## src/rtl/core/tfd_pkg.sv

```systemverilog
// ----------------------------------------------------------------------------
// tfd_pkg: shared types and codes of the terminated frame deframer
// Item layouts of both channels, register indexes and request codes.
// ----------------------------------------------------------------------------
package tfd_pkg;

  // Configuration register indexes.
  localparam int unsigned REG_IDX_W = 1;
  localparam logic [REG_IDX_W-1:0] REG_TERM_VALUE = 1'd0;
  localparam logic [REG_IDX_W-1:0] REG_TERM_RUN   = 1'd1;
  localparam int unsigned CFG_DATA_W = 8;

  // Request codes.
  localparam logic REQ_DATA  = 1'b0;
  localparam logic REQ_ABORT = 1'b1;

  typedef struct packed {
    logic       req_type;
    logic [7:0] data_byte;
  } req_item_t;

  typedef struct packed {
    logic [7:0] frame_header;
    logic [5:0] frame_length;
    logic       has_byte;
    logic [7:0] payload_byte;
    logic [4:0] byte_index;
    logic       last;
  } res_item_t;

endpackage

```

## src/rtl/core/terminated_frame_deframer.sv

```systemverilog
// ----------------------------------------------------------------------------
// terminated_frame_deframer: serial byte stream to header plus payload frames
// Collects a header and payload bytes until a run of terminator bytes closes
// the frame, then emits one item per stored byte, or one item if none.
//
// An ordinary byte is taken without a stall. A terminator run broken by a
// non-terminator byte stalls the input while ST_FLUSH writes each held
// terminator, then the breaking byte, as the payload memory has a single
// write port. A closing frame reads each item in ST_READ and loads it into
// the output register in ST_SHOW, which waits while the output stalls; an
// empty frame loads its item in ST_EMPTY. The next byte is taken once the
// last item is registered. The payload memory needs no clearing after reset.
// ----------------------------------------------------------------------------
module terminated_frame_deframer #(
  parameter int unsigned STORE_DEPTH = 32
) (
  input  logic                              clk,
  input  logic                              rst,
  input  logic                              req_valid,
  output logic                              req_stall,
  input  tfd_pkg::req_item_t                req_item,
  output logic                              res_valid,
  input  logic                              res_stall,
  output tfd_pkg::res_item_t                res_item,
  input  logic                              cfg_we,
  input  logic [tfd_pkg::REG_IDX_W-1:0]     cfg_index,
  input  logic [tfd_pkg::CFG_DATA_W-1:0]    cfg_data
);

  localparam int unsigned AW = (STORE_DEPTH > 1) ? $clog2(STORE_DEPTH) : 1;
  localparam int unsigned CW = $clog2(STORE_DEPTH + 1);

  typedef enum logic [1:0] {
    PH_HEADER,
    PH_COLLECT,
    PH_TERM
  } phase_t;

  typedef enum logic [2:0] {
    ST_IDLE,
    ST_FLUSH,
    ST_READ,
    ST_SHOW,
    ST_EMPTY
  } state_t;

  state_t        state;
  phase_t        phase;
  logic [7:0]    term_value;
  logic [2:0]    term_run;
  logic [2:0]    term_seen;
  logic [7:0]    held_header;
  logic [CW-1:0] count;
  logic [2:0]    flush_left;
  logic [7:0]    held_byte;
  logic [CW-1:0] emit_idx;

  logic [7:0]    payload_store [STORE_DEPTH];
  logic [7:0]    rd_data;

  logic          accept;
  logic          is_term;
  logic [2:0]    need;
  logic [2:0]    term_inc;
  logic          can_store;
  logic          push_en;
  logic [7:0]    push_data;
  logic          mem_we;
  logic          out_free;
  logic [CW-1:0] emit_idx_next;
  logic          emit_last;

  assign req_stall     = (state != ST_IDLE);
  assign accept        = req_valid && !req_stall;
  assign is_term       = (req_item.data_byte == term_value);
  assign need          = (term_run == 3'd0) ? 3'd1 : term_run;
  assign term_inc      = term_seen + 3'd1;
  assign can_store     = (count < CW'(STORE_DEPTH));
  assign out_free      = !res_valid || !res_stall;
  assign emit_idx_next = emit_idx + CW'(1);
  assign emit_last     = (emit_idx_next == count);

  always_comb begin
    push_en   = 1'b0;
    push_data = req_item.data_byte;
    if (state == ST_FLUSH) begin
      push_en   = 1'b1;
      push_data = (flush_left != 3'd0) ? term_value : held_byte;
    end else if (accept && req_item.req_type == tfd_pkg::REQ_DATA &&
                 phase == PH_COLLECT && !is_term) begin
      push_en = 1'b1;
    end
  end

  assign mem_we = push_en && can_store;

  always_ff @(posedge clk) begin
    if (mem_we) begin
      payload_store[count[AW-1:0]] <= push_data;
    end
    rd_data <= payload_store[emit_idx[AW-1:0]];
  end

  always_ff @(posedge clk) begin
    if (rst) begin
      state       <= ST_IDLE;
      phase       <= PH_HEADER;
      term_value  <= 8'd255;
      term_run    <= 3'd3;
      term_seen   <= 3'd0;
      held_header <= 8'd0;
      count       <= '0;
      flush_left  <= 3'd0;
      emit_idx    <= '0;
      res_valid   <= 1'b0;
    end else begin
      if (cfg_we) begin
        unique case (cfg_index)
          tfd_pkg::REG_TERM_VALUE: term_value <= cfg_data[7:0];
          tfd_pkg::REG_TERM_RUN:   term_run   <= cfg_data[2:0];
          default: ;
        endcase
      end

      if (mem_we) begin
        count <= count + CW'(1);
      end

      if (res_valid && !res_stall) begin
        res_valid <= 1'b0;
      end

      unique case (state)
        ST_IDLE: begin
          if (accept) begin
            if (req_item.req_type == tfd_pkg::REQ_ABORT) begin
              phase     <= PH_HEADER;
              term_seen <= 3'd0;
              count     <= '0;
            end else begin
              unique case (phase)
                PH_COLLECT: begin
                  if (is_term) begin
                    term_seen <= 3'd1;
                    if (need == 3'd1) begin
                      emit_idx <= '0;
                      state    <= (count == '0) ? ST_EMPTY : ST_READ;
                    end else begin
                      phase <= PH_TERM;
                    end
                  end
                end
                PH_TERM: begin
                  if (is_term) begin
                    term_seen <= term_inc;
                    // A run that wraps the counter closes the frame as well.
                    if (term_inc >= need || term_inc == 3'd0) begin
                      emit_idx <= '0;
                      state    <= (count == '0) ? ST_EMPTY : ST_READ;
                    end
                  end else begin
                    flush_left <= term_seen;
                    held_byte  <= req_item.data_byte;
                    phase      <= PH_COLLECT;
                    state      <= ST_FLUSH;
                  end
                end
                default: begin
                  held_header <= req_item.data_byte;
                  count       <= '0;
                  term_seen   <= 3'd0;
                  phase       <= PH_COLLECT;
                end
              endcase
            end
          end
        end

        ST_FLUSH: begin
          // Held terminators go back into the payload first, then the byte
          // that broke the run.
          if (flush_left != 3'd0) begin
            flush_left <= flush_left - 3'd1;
          end else begin
            term_seen <= 3'd0;
            state     <= ST_IDLE;
          end
        end

        ST_READ: begin
          state <= ST_SHOW;
        end

        ST_SHOW: begin
          if (out_free) begin
            res_valid              <= 1'b1;
            res_item.frame_header  <= held_header;
            res_item.frame_length  <= 6'(count);
            res_item.has_byte      <= 1'b1;
            res_item.payload_byte  <= rd_data;
            res_item.byte_index    <= 5'(emit_idx);
            res_item.last          <= emit_last;
            if (emit_last) begin
              phase     <= PH_HEADER;
              term_seen <= 3'd0;
              count     <= '0;
              state     <= ST_IDLE;
            end else begin
              emit_idx <= emit_idx_next;
              state    <= ST_READ;
            end
          end
        end

        ST_EMPTY: begin
          if (out_free) begin
            res_valid              <= 1'b1;
            res_item.frame_header  <= held_header;
            res_item.frame_length  <= 6'd0;
            res_item.has_byte      <= 1'b0;
            res_item.payload_byte  <= 8'd0;
            res_item.byte_index    <= 5'd0;
            res_item.last          <= 1'b1;
            phase                  <= PH_HEADER;
            term_seen              <= 3'd0;
            count                  <= '0;
            state                  <= ST_IDLE;
          end
        end

        default: begin
          state <= ST_IDLE;
        end
      endcase
    end
  end

endmodule
```

## config.mk

```make
export PLATFORM = sky130hd
export DESIGN_NAME = terminated_frame_deframer
export DESIGN_NICKNAME = d
export VERILOG_FILES = /design/src/rtl/core/tfd_pkg.sv /design/src/rtl/core/terminated_frame_deframer.sv
export SDC_FILE = /design/constraint.sdc
export NUM_CORES = 1
export LEC_CHECK = 0
export ABC_CLOCK_PERIOD_IN_PS = 4850
export BUFFER_PORTS_ARGS = -buffer_cell sky130_fd_sc_hd__buf_4
export CORE_MARGIN = 5
export CORE_UTILIZATION = 60
export CTS_CLUSTER_SIZE = 24
export DETAILED_ROUTE_END_ITERATION = 8
export GPL_TIMING_DRIVEN = 0
export HOLD_SLACK_MARGIN = 0.06
export PLACE_DENSITY = 0.77
export SETUP_SLACK_MARGIN = 0.05
export SLEW_MARGIN = 20
export SYNTH_ARGS = -nofsm -noshare
export SYNTH_HDL_FRONTEND = slang
export SYNTH_SLANG_ARGS = --single-unit
```

## constraint.sdc

```tcl
create_clock -name clk -period 4.85 [get_ports clk]
set_input_delay 0.2425 -clock clk [delete_from_list [all_inputs] [get_ports clk]]
set_output_delay 0.2425 -clock clk [all_outputs]
set_load 0.02 [all_outputs]
```

==> out/qor.yml, run 1 <==
logic_synthesis:
  ys_types: 57
  synth-main-ff-cell: "edfxtp_1"
  synth.top_cells.by_area: "edfxtp_1 63%, mux4_2 13%, dfxtp_1 7.3%"
  synth_top_area_frac: 0.6263
  synth.net_count: 891
  syn_inst: 854
  async_flop_share: 0
  synth_area_per_cell_um2: 16.45
  synth_area_mm2: 0.01405
  synth_seq_cells: 344
  synth_warnings: 0
  ys_seq_area_frac: 0.6990
  yosysTopAreaCell: "edfxtp_1"
  synth-edff-count: 293
cts:
  cts.sinks: 344
  holdBufCountCts: 20
  clk_latency_ps: 520
  cts_resized: 0
  cts_buffer_depth: 3
  tritoncts: "built"
  root_buffer: "clkbuf_16"
  cts_inserted_buffers: 36
  cts.clk_slew.worst_paths_ps: 60
  post_cts_buffers: 0
  cts_max_level: 2
hold_path:
  hold_class: "input pin to flip-flop"
  worstHoldPathCells: 4
floorplanning:
  die_x_um: 163.0
  io_pins: 54
  initial_core_util: 0.6039
  dieHeight_um: 163.0
  core_mm2: 0.02326
  die_area_mm2: 0.02657
  num_rows: 56
run:
  drv_cap: 0
detailed_routing:
  num_vias: 8076
  wl_per_cell_um: 23.32
  drc_errors: 0
  viasPerCell: 6.123
  drt_pass1_iterations: 6
  top_layer_used: "met4"
  initialDrtViolationCount: 876
  met3_length_um: 2436
  wl_met1_um: 12930
  drt_wl_total_um: 30760
  routed-wl-met2_um: 14950
  antenna_left: 0
power_and_ir_drop:
  peakVddDrop_mv: 0.2839
  p_leak_nw: 5.430
  cellPowerDensity_mw_per_mm2: 370.3
worst_setup_path:
  start_kind: "flip-flop"
  worstPathArrival_ps: 3390
  path_class: "flip-flop to flip-flop"
  worstPathRequired_ps: 4990
  worst-path-max-fanout: 8
  cp-end-kind: "flip-flop"
  slowest_delay_ps: 770
  path_cells: "ha_1 -> inv_1 -> or2_2 -> o21ai_0 -> nand3_1 -> nor2_1"
  cp_slowest_cell: "nor2_1"
  ff2ff_path_depth: 6
timing:
  tns_ps: 0
  setup_viol: 0
  finalCriticalPeriod_ps: 3252
  slew_headroom: 0.3769
  fin_skew_ps: 12.64
  fin_hold_ws_ps: 89.71
  hold_viol: 0
  max_freq_ghz: 0.3075
  fin_crit_sh: 0.6705
  setup_ws_ps: 1598
  slew_viol_final: 0
  rsz0062_at_grt: "false"
  worstMarginPinSlew_ps: 934.7
layout:
  fin_cells: 1319
  layout_commonest_cell: "edfxtp_1"
  drive_above_1_share: 0.2240
  nets: 1011
  diodes: 0
  final_cell_mix: "293 x edfxtp_1, 80 x mux4_2, 77 x nand2_1"
  final_util: 0.7096
  syn2layout_area_growth_pct: 17.49
  fillers: 1429
placement:
  port_buffers: 52
  pre_cts_ws_ps: 1632
  dp_hpwl_um: 19920
  placed_cells: 1235
  place_congestion: 0.9018
global_routing:
  antenna_found_initial: 0
  grt_overflow: 0
  grt_pass1_wl_um: 47550
  grt_pass1_vias: 7911
  grt_usage: 0.2373
  grt_max_degree: 33
outcome:
  outcome: "complete, no violations"
## cells by family (layout without fill, tap and decap cells)
group | Yosys count | after routing | synth area share
AND/OR/NAND/NOR | 242 | 242 | 0.08140
XOR/XNOR | 18 | 18 | 0.01122
adder cells (fa/ha/maj) | 14 | 14 | 0.01247
multiplexers | 102 | 102 | 0.1439
buffers and inverters | 59 | 205 | 0.01666
flip-flops | 344 | 344 | 0.6990
AO/OA/AOI/OAI | 75 | 75 | 0.03536
## power by group
group	switching [mW]	total, mW	internal [mW]
logic	0.118	0.195	0.0765
registers	0.00916	3.23	3.22
clock network	1.11	2.69	1.58
## worst paths after layout
check	from	to	slack [ps]
worst max-delay path	phase[0]	payload_store[30][1]	1600
worst min-delay path	req_item[8]	phase[1]	90
worst max register to register	phase[0]	payload_store[30][1]	1600
worst min register to register	held_header[2]	res_item[23]	430
## area by class of cell
type                       instances  area (um^2)  area share
tap                              319        399.1     0.02418
sequential                       344         9819      0.5949
clock inverter                    23        209.0     0.01266
timing repair buffer              82        798.3     0.04836
clock buffer                      41        950.9     0.05761
multi-input combinational        451         4095      0.2481
buffer                            45        181.4     0.01099
inverter                          14        52.55    0.003184
## routing by layer
layer,up-vias,global-route usage
met5,-,0
met4,0,0.05185
met3,48,0.04567
met2,393,0.3834
met1,4081,0.3449
li1,3554,-
## flip-flops by register name, indices dropped and copies added, names as in the netlist
signal	flops
payload_store	256
res_valid	1
res_item	29
term_value	8
held_byte	8
phase	2
count	6
held_header	8
term_run	3
emit_idx	6
state	3
term_seen	3
flush_left	3
rd_data	8
## synth_stat cells (all sizes together), types with 2 or more instances
cell type  number
a211o           2
a211oi          2
a21o            2
a21oi          20
a31oi           4
a41o            2
and2            2
and3            3
buf            10
clkbuf         35
dfxtp          51
edfxtp        293
ha             14
inv            13
mux2i          22
mux4           80
nand2          77
nand2b          3
nand3          26
nand3b          5
nand4           5
nor2           73
nor2b          18
nor3            4
nor3b           6
nor4            5
o211ai          7
o21ai          21
or2             6
or3             4
or3b            3
xnor2           6
xor2           12
## worst max-delay path: cells and delay by family, from the launching register on
| family | cells | cell delay, ps |
|---|---|---|
| adders and majority gates | 1 | 280 |
| DFF | 1 | 370 |
| and+or+nand+nor | 3 | 1610 |
| buffers and inverters | 1 | 130 |
| AOI/OAI and AO/OA | 1 | 480 |
## through the flow
stage / power [mW] / area [um^2]
after floorplan: 3.379 / 14050
after global placement: 3.446 / 14840
after detailed placement: 3.469 / 15150
after CTS: 6.141 / 16510
after global routing: 6.291 / 16510
final: 6.113 / 16510
Power figures use the tool's default switching activity.
==> inputs of run 2 (changes only) <==
--- a/config.mk
+++ b/config.mk
@@ -5,15 +5,15 @@
 export SDC_FILE = /design/constraint.sdc
 export NUM_CORES = 1
 export LEC_CHECK = 0
-export ABC_CLOCK_PERIOD_IN_PS = 4850
+export ABC_CLOCK_PERIOD_IN_PS = 2700
 export BUFFER_PORTS_ARGS = -buffer_cell sky130_fd_sc_hd__buf_4
 export CORE_MARGIN = 5
-export CORE_UTILIZATION = 60
+export CORE_UTILIZATION = 55
 export CTS_CLUSTER_SIZE = 24
 export DETAILED_ROUTE_END_ITERATION = 8
 export GPL_TIMING_DRIVEN = 0
 export HOLD_SLACK_MARGIN = 0.06
-export PLACE_DENSITY = 0.77
+export PLACE_DENSITY = 0.74
 export SETUP_SLACK_MARGIN = 0.05
 export SLEW_MARGIN = 20
 export SYNTH_ARGS = -nofsm -noshare
==> constraint.sdc (replaced) <==
create_clock -name clk -period 2.7 [get_ports clk]
set_input_delay 0.135 -clock clk [delete_from_list [all_inputs] [get_ports clk]]
set_output_delay 0.135 -clock clk [all_outputs]
set_load 0.02 [all_outputs]
==> run 2 against run 1 <==
Via count rose by 1.3%. Clock power is 70% higher. Highest routed layer unchanged. Final cell count is 1.7% higher. Critical path type unchanged. Fmax up 24%. Combinational power up 88%.
==> out/qor.yml, run 2 (same netlist as run 1, synthesis figures left out) <==
timing:
  setup_ws_ps: 72.63  # -1526 ps
  worstMarginPinSlew_ps: 876.9  # -57.78 ps
  setup_viol: 0  # unchanged
  tns_ps: 0  # unchanged
  hold_viol: 0  # unchanged
  max_freq_ghz: 0.3806  # +24%
  fin_crit_sh: 0.9731  # +0.3026
  slew_viol_final: 0  # unchanged
  finalCriticalPeriod_ps: 2627  # -624.4 ps
  rsz0062_at_grt: "true"
  slew_headroom: 0.4102  # +0.03328
  fin_skew_ps: 26.89  # +14.25 ps
floorplanning:
  core_mm2: 0.02518  # +8.3%
  dieHeight_um: 169.8  # +4.2%
  num_rows: 58  # +3.6%
  die_x_um: 169.8  # +4.2%
  initial_core_util: 0.5579  # -0.04603
  die_area_mm2: 0.02884  # +8.5%
  io_pins: 54  # unchanged
worst_setup_path:
  r2r_slack_ps: 70  # -1530 ps
  worstPathArrival_ps: 2760  # -630 ps
  path_class: "flip-flop to flip-flop"
  cp-end-kind: "flip-flop"
  worst-path-max-fanout: 10  # +2
  start_kind: "flip-flop"
  ff2ff_path_depth: 4  # -2
  rr_startpoint: "count[3]"
  worstPathRequired_ps: 2830  # -2160 ps
  r2r-end: "payload_store[0][3]"
cts:
  clk_latency_ps: 520  # about the same
  cts_max_level: 2  # unchanged
  root_buffer: "clkbuf_16"
  tritoncts: "built"
  cts.clk_slew.worst_paths_ps: 60  # about the same
  cts_inserted_buffers: 36  # unchanged
  cts_buffer_depth: 3  # unchanged
  cts.sinks: 344  # unchanged
hold_path:
  worstHoldPathCells: 2  # -2
  min_to: "state[1]"
  hold_class: "input pin to flip-flop"
  hold_start: "rst"
global_routing:
  grt_overflow: 0  # unchanged
  grt_usage: 0.2251  # -0.01211
  grt_max_degree: 29  # -12%
  grt_pass1_vias: 8112  # +2.5%
  antenna_found_initial: 0  # unchanged
  grt_pass1_wl_um: 49020  # +3.1%
detailed_routing:
  num_vias: 8178  # +1.3%
  wl_per_cell_um: 24.32  # +4.3%
  drc_errors: 0  # unchanged
  initialDrtViolationCount: 892  # +1.8%
  drt_pass1_iterations: 5  # -1
  viasPerCell: 6.094  # -0.47%
  drt_wl_total_um: 32630  # +6.1%
  antenna_left: 0  # unchanged
placement:
  dp_hpwl_um: 21070  # +5.8%
  port_buffers: 52  # unchanged
  pre_cts_ws_ps: -603.9  # -2236 ps
  place_congestion: 0.8926  # -1.0%
layout:
  diodes: 0  # unchanged
  layout_commonest_cell: "edfxtp_1"
  nets: 1022  # +1.1%
  fillers: 1646  # +15%
  largest_reg_flops: 256  # unchanged
  final_cell_mix: "293 x edfxtp_1, 80 x mux4_2, 77 x nand2_1"
  drive_above_1_share: 0.2787  # +0.05466
  syn2layout_area_growth_pct: 20.65
outcome:
  outcome: "complete, no violations"
power_and_ir_drop:
  p_leak_nw: 5.524  # +1.7%
  p_total_mw: 10.72  # +75%
  cellPowerDensity_mw_per_mm2: 632.5  # +71%
  peakVddDrop_mv: 0.4472  # +58%
run:
  drv_cap: 0  # unchanged
run 2: cell count changes in the layout (fill, tap and decap cells not counted), moves of 5 or more:
cell | before | now
nor2_4 | 0 | 31
buf_12 | 2 | 7
clkbuf_2 | 0 | 11
nor2_1 | 73 | 42
clkbuf_1 | 38 | 32
run 2: metal layers:
metal  track usage  vias up  share of wire
met1        0.3261     4117           0.41
met2        0.3627      404           0.48
met3       0.03763       72          0.080
li1              -     3585              -
met4       0.05845        0          0.029
met5             0        -              0
run 2: repair_timing:
item / CTS / global route
endpoints found under the setup margin: 539 / 262
buffers inserted: 1 / 9
hold buffers: 22 / 0
gates cloned: 1 / 0
pin swaps: 2 / 10
endpoints found under the hold margin: 35 / 0
gates resized for setup: 81 / 26
run 2: area by class of cell:
cell class,instances,area [um^2],area share
well taps,330,412.9,0.02436
clock inverters,18,120.1,0.007087
multi-input cells,452,4432,0.2615
plain buffers,45,217.7,0.01285
repair buffers,92,930.9,0.05492
inverters,14,52.55,0.003101
clock buffers,47,962.2,0.05677
flip-flops and latches,344,9821,0.5794
run 2: report_power, final:
group / total, mW / internal (mW) / switching, mW
logic: 0.367 / 0.139 / 0.228
registers: 5.80 / 5.78 / 0.0170
clock network: 4.56 / 2.61 / 1.94
total: 10.7 / 8.53 / 2.19
run 2: through the flow:
step	util	hold slack, ps	cells	instance area, um^2
2_1_floorplan	-	233.9	854	14060
3_3_place_gp	0.5902	350.6	1236	14860
3_5_place_dp	0.6003	359.9	1244	15120
4_1_cts	0.6640	128.5	1333	16720
5_1_grt	0.6731	189.3	1342	16950
6_report	0.6731	149.9	1342	16950
run 2: worst max path at each step:
| stage | slack (ps) | from | to | cells past startpoint |
|---|---|---|---|---|
| 6_report | 70 | count[3] | payload_store[0][3] | 4 |
| 4_1_cts | -60 | phase[0] | payload_store[15][3] | 7 |
| 3_5_place_dp | -600 | phase[1] | payload_store[10][2] | 7 |
| 2_1_floorplan | -380 | state[0] | payload_store[0][5] | 6 |
| 3_3_place_gp | -2520 | state[0] | payload_store[20][5] | 6 |
| 5_1_grt | 20 | count[3] | payload_store[0][4] | 4 |
run 2: worst max-delay path, stage by stage, from the launching register on:
cell and delay, ps:
dfxtp_1 320, clkbuf_1 280, or3_1 550, or3b_2 590, nor3b_4 510
==> inputs of run 3 (changes only) <==
--- a/config.mk
+++ b/config.mk
@@ -5,15 +5,15 @@
 export SDC_FILE = /design/constraint.sdc
 export NUM_CORES = 1
 export LEC_CHECK = 0
-export ABC_CLOCK_PERIOD_IN_PS = 2700
+export ABC_CLOCK_PERIOD_IN_PS = 3350
 export BUFFER_PORTS_ARGS = -buffer_cell sky130_fd_sc_hd__buf_4
 export CORE_MARGIN = 5
-export CORE_UTILIZATION = 55
+export CORE_UTILIZATION = 60
 export CTS_CLUSTER_SIZE = 24
 export DETAILED_ROUTE_END_ITERATION = 8
 export GPL_TIMING_DRIVEN = 0
 export HOLD_SLACK_MARGIN = 0.06
-export PLACE_DENSITY = 0.74
+export PLACE_DENSITY = 0.77
 export SETUP_SLACK_MARGIN = 0.05
 export SLEW_MARGIN = 20
 export SYNTH_ARGS = -nofsm -noshare
==> constraint.sdc (replaced) <==
create_clock -name clk -period 3.35 [get_ports clk]
set_input_delay 0.1675 -clock clk [delete_from_list [all_inputs] [get_ports clk]]
set_output_delay 0.1675 -clock clk [all_outputs]
set_load 0.02 [all_outputs]
==> run 3 against run 2 <==
Non-clock buffer count shrank 10. Sequential share of layout area up 1.6 points. Combinational power is 22% lower. Routed wire length fell by 3.2%. Register-to-register slack got worse by 30 ps. Clock power is 17% lower. Flip-flop and latch count is the same. Hold slack improved by 1.7 ps. Die area shrank 7.9%. Critical path type unchanged.
==> out/qor.yml, run 3 (same netlist as run 1, synthesis figures left out) <==
outcome:
  outcome: "complete, no violations"
timing:
  fin_crit_sh: 0.9864  # +0.01327
  rsz0062_at_grt: "true"
  hold_viol: 0  # unchanged
  setup_viol: 0  # unchanged
  fin_skew_ps: 9.982  # -16.91 ps
  max_freq_ghz: 0.3026  # -20%
  slew_viol_final: 0  # unchanged
  slew_headroom: 0.3523  # -0.05784
  worstMarginPinSlew_ps: 971.5  # +94.63 ps
  finalCriticalPeriod_ps: 3304  # +677.0 ps
placement:
  place_congestion: 0.8884  # -0.47%
  place_area_mm2: 0.01513  # about the same
  dp_hpwl_um: 20350  # -3.4%
  placed_cells: 1233  # -0.88%
  port_buffers: 52  # unchanged
floorplanning:
  initial_core_util: 0.6039  # +0.04603
  num_rows: 56  # -3.4%
  die_x_um: 163.0  # -4.0%
  dieHeight_um: 163.0  # -4.0%
  io_pins: 54  # unchanged
  die_area_mm2: 0.02657  # -7.9%
  core_mm2: 0.02326  # -7.6%
worst_setup_path:
  worstPathRequired_ps: 3480  # +650 ps
  worstPathArrival_ps: 3440  # +680 ps
  r2r-end: "payload_store[18][3]"
  cp-end-kind: "flip-flop"
  path_cells: "inv_1 -> ha_1 -> inv_1 -> or2_2 -> o21ai_0 -> nand3_1 -> nor2_1"
  r2r_slack_ps: 50  # -30 ps
  rr_startpoint: "phase[1]"
  path_class: "flip-flop to flip-flop"
  slowest_delay_ps: 830  # +240 ps
  path_common_cell: "inv_1"
  worst-path-max-fanout: 8  # -2
  cp_slowest_cell: "nor2_1"
  ff2ff_path_depth: 7  # +3
  start_kind: "flip-flop"
global_routing:
  grt_usage: 0.2448  # +0.01967
  grt_pass1_wl_um: 48510  # -1.0%
  antenna_found_initial: 0  # unchanged
  grt_max_degree: 33  # +14%
  grt_overflow: 0  # unchanged
  grt_pass1_vias: 8003  # -1.3%
power_and_ir_drop:
  peakVddDrop_mv: 0.3961  # -11%
  pwr-share-seq: 0.536  # -0.005
  p_leak_nw: 5.405  # -2.1%
  p_total_mw: 8.723  # -19%
  cellPowerDensity_mw_per_mm2: 529.0  # -16%
  clkPwrFrac: 0.432  # +0.007
  p_sw_mw: 1.747  # -20%
  pwr-share-comb: 0.033  # about the same
  sw_frac_of_total: 0.2002  # -0.003721
  intPower_mw: 6.976  # -18%
cts:
  cts_buffer_depth: 3  # unchanged
  cts.sinks: 344  # unchanged
  cts_inserted_buffers: 34  # -5.6%
  clk_latency_ps: 510  # about the same
  tritoncts: "built"
  cts.clk_slew.worst_paths_ps: 60  # about the same
  cts_max_level: 2  # unchanged
  root_buffer: "clkbuf_16"
layout:
  diodes: 0  # unchanged
  fillers: 1449  # -12%
  drive_above_1_share: 0.2295  # -0.04920
  largest_reg_flops: 256  # unchanged
  layout_commonest_cell: "edfxtp_1"
  nets: 1009  # -1.3%
  fin_area_mm2: 0.01649  # -2.7%
  syn2layout_area_growth_pct: 17.38
  final_cell_mix: "293 x edfxtp_1, 80 x mux4_2, 77 x nand2_1"
  fin_cells: 1317  # -1.9%
detailed_routing:
  drt_wl_total_um: 31590  # -3.2%
  drc_errors: 0  # unchanged
  num_vias: 8061  # -1.4%
  drt_pass1_iterations: 6  # +1
  antenna_left: 0  # unchanged
  wl_per_cell_um: 23.98  # -1.4%
  viasPerCell: 6.121  # +0.44%
  initialDrtViolationCount: 918  # +2.9%
hold_path:
  worstHoldPathCells: 2  # unchanged
  min_to: "state[1]"
  hold_start: "rst"
  hold_class: "input pin to flip-flop"
run:
  drv_cap: 0  # unchanged
run 3: cell types whose count changed in the layout (fill, tap and decap cells not counted), moves of 5 or more:
cell,delta
nor2_4,-31
nor2_1,+22
nor2_2,+9
buf_12,-7
buf_8,-5
clkbuf_2,-10
clkbuf_1,+6
run 3: worst max-delay path by stage:
stage | start | end | slack, ps | cells after the start
3_5_place_dp | phase[1] | payload_store[9][4] | 140 | 7
5_1_grt | phase[1] | payload_store[29][2] | -120 | 7
6_report | phase[1] | payload_store[18][3] | 50 | 7
2_1_floorplan | state[0] | payload_store[0][5] | 270 | 6
3_3_place_gp | flush_left[0] | payload_store[16][3] | -1950 | 6
4_1_cts | phase[1] | payload_store[9][0] | 60 | 7
run 3: per-stage QoR:
step	util	hold slack, ps	setup TNS (ps)	worst slack [ps]
after detailed placement	0.6503	383.5	0	137.6
after CTS	0.7078	122.5	0	57.49
final	0.7089	151.7	0	45.66
after global routing	0.7089	154.4	-9395	-123.9
after global placement	0.6381	383.0	-433640	-1953
after floorplan	-	266.4	0	266.9
run 3: routing by layer:
metal  vias to the layer above  global-route usage  wire [um]
li1                       3553                   -          -
met1                      4033              0.3508      12880
met2                       408              0.3866      15170
met3                        67             0.05223       2624
met4                         0             0.07472        915
met5                         -                   0          0
run 3: power by group through the flow:
stage	clock network [mW]	registers (mW)	logic (mW)
2_1_floorplan	0	4.77	0.123
3_3_place_gp	0	4.77	0.218
3_5_place_dp	0	4.76	0.257
4_1_cts	3.82	4.67	0.281
5_1_grt	4.02	4.67	0.308
6_report	3.77	4.67	0.285
run 3: layout make-up:
class | count | area [um^2] | area share
clock buffer | 43 | 968.4 | 0.05873
buffer | 45 | 182.7 | 0.01108
multi-input combinational | 451 | 4124 | 0.2501
inverter | 14 | 52.55 | 0.003187
clock inverter | 19 | 148.9 | 0.009030
tap | 319 | 399.1 | 0.02421
sequential | 344 | 9819 | 0.5955
timing repair buffer | 82 | 794.5 | 0.04818
run 3: worst max-delay path: cells and delay by family, from the launching register on:
kind / cells / cell delay, ps
simple gates: 3 / 1710
compound gates: 1 / 460
flops: 1 / 330
fa+ha+maj: 1 / 250
buf+inv: 2 / 180
run 3: repair_timing:
item / in CTS / in global routing
hold buffers: 22 / 0
buffers inserted: 0 / 0
resized for setup: 0 / 12
endpoints found under the setup margin: 0 / 248
hold endpoints to repair: 35 / 0
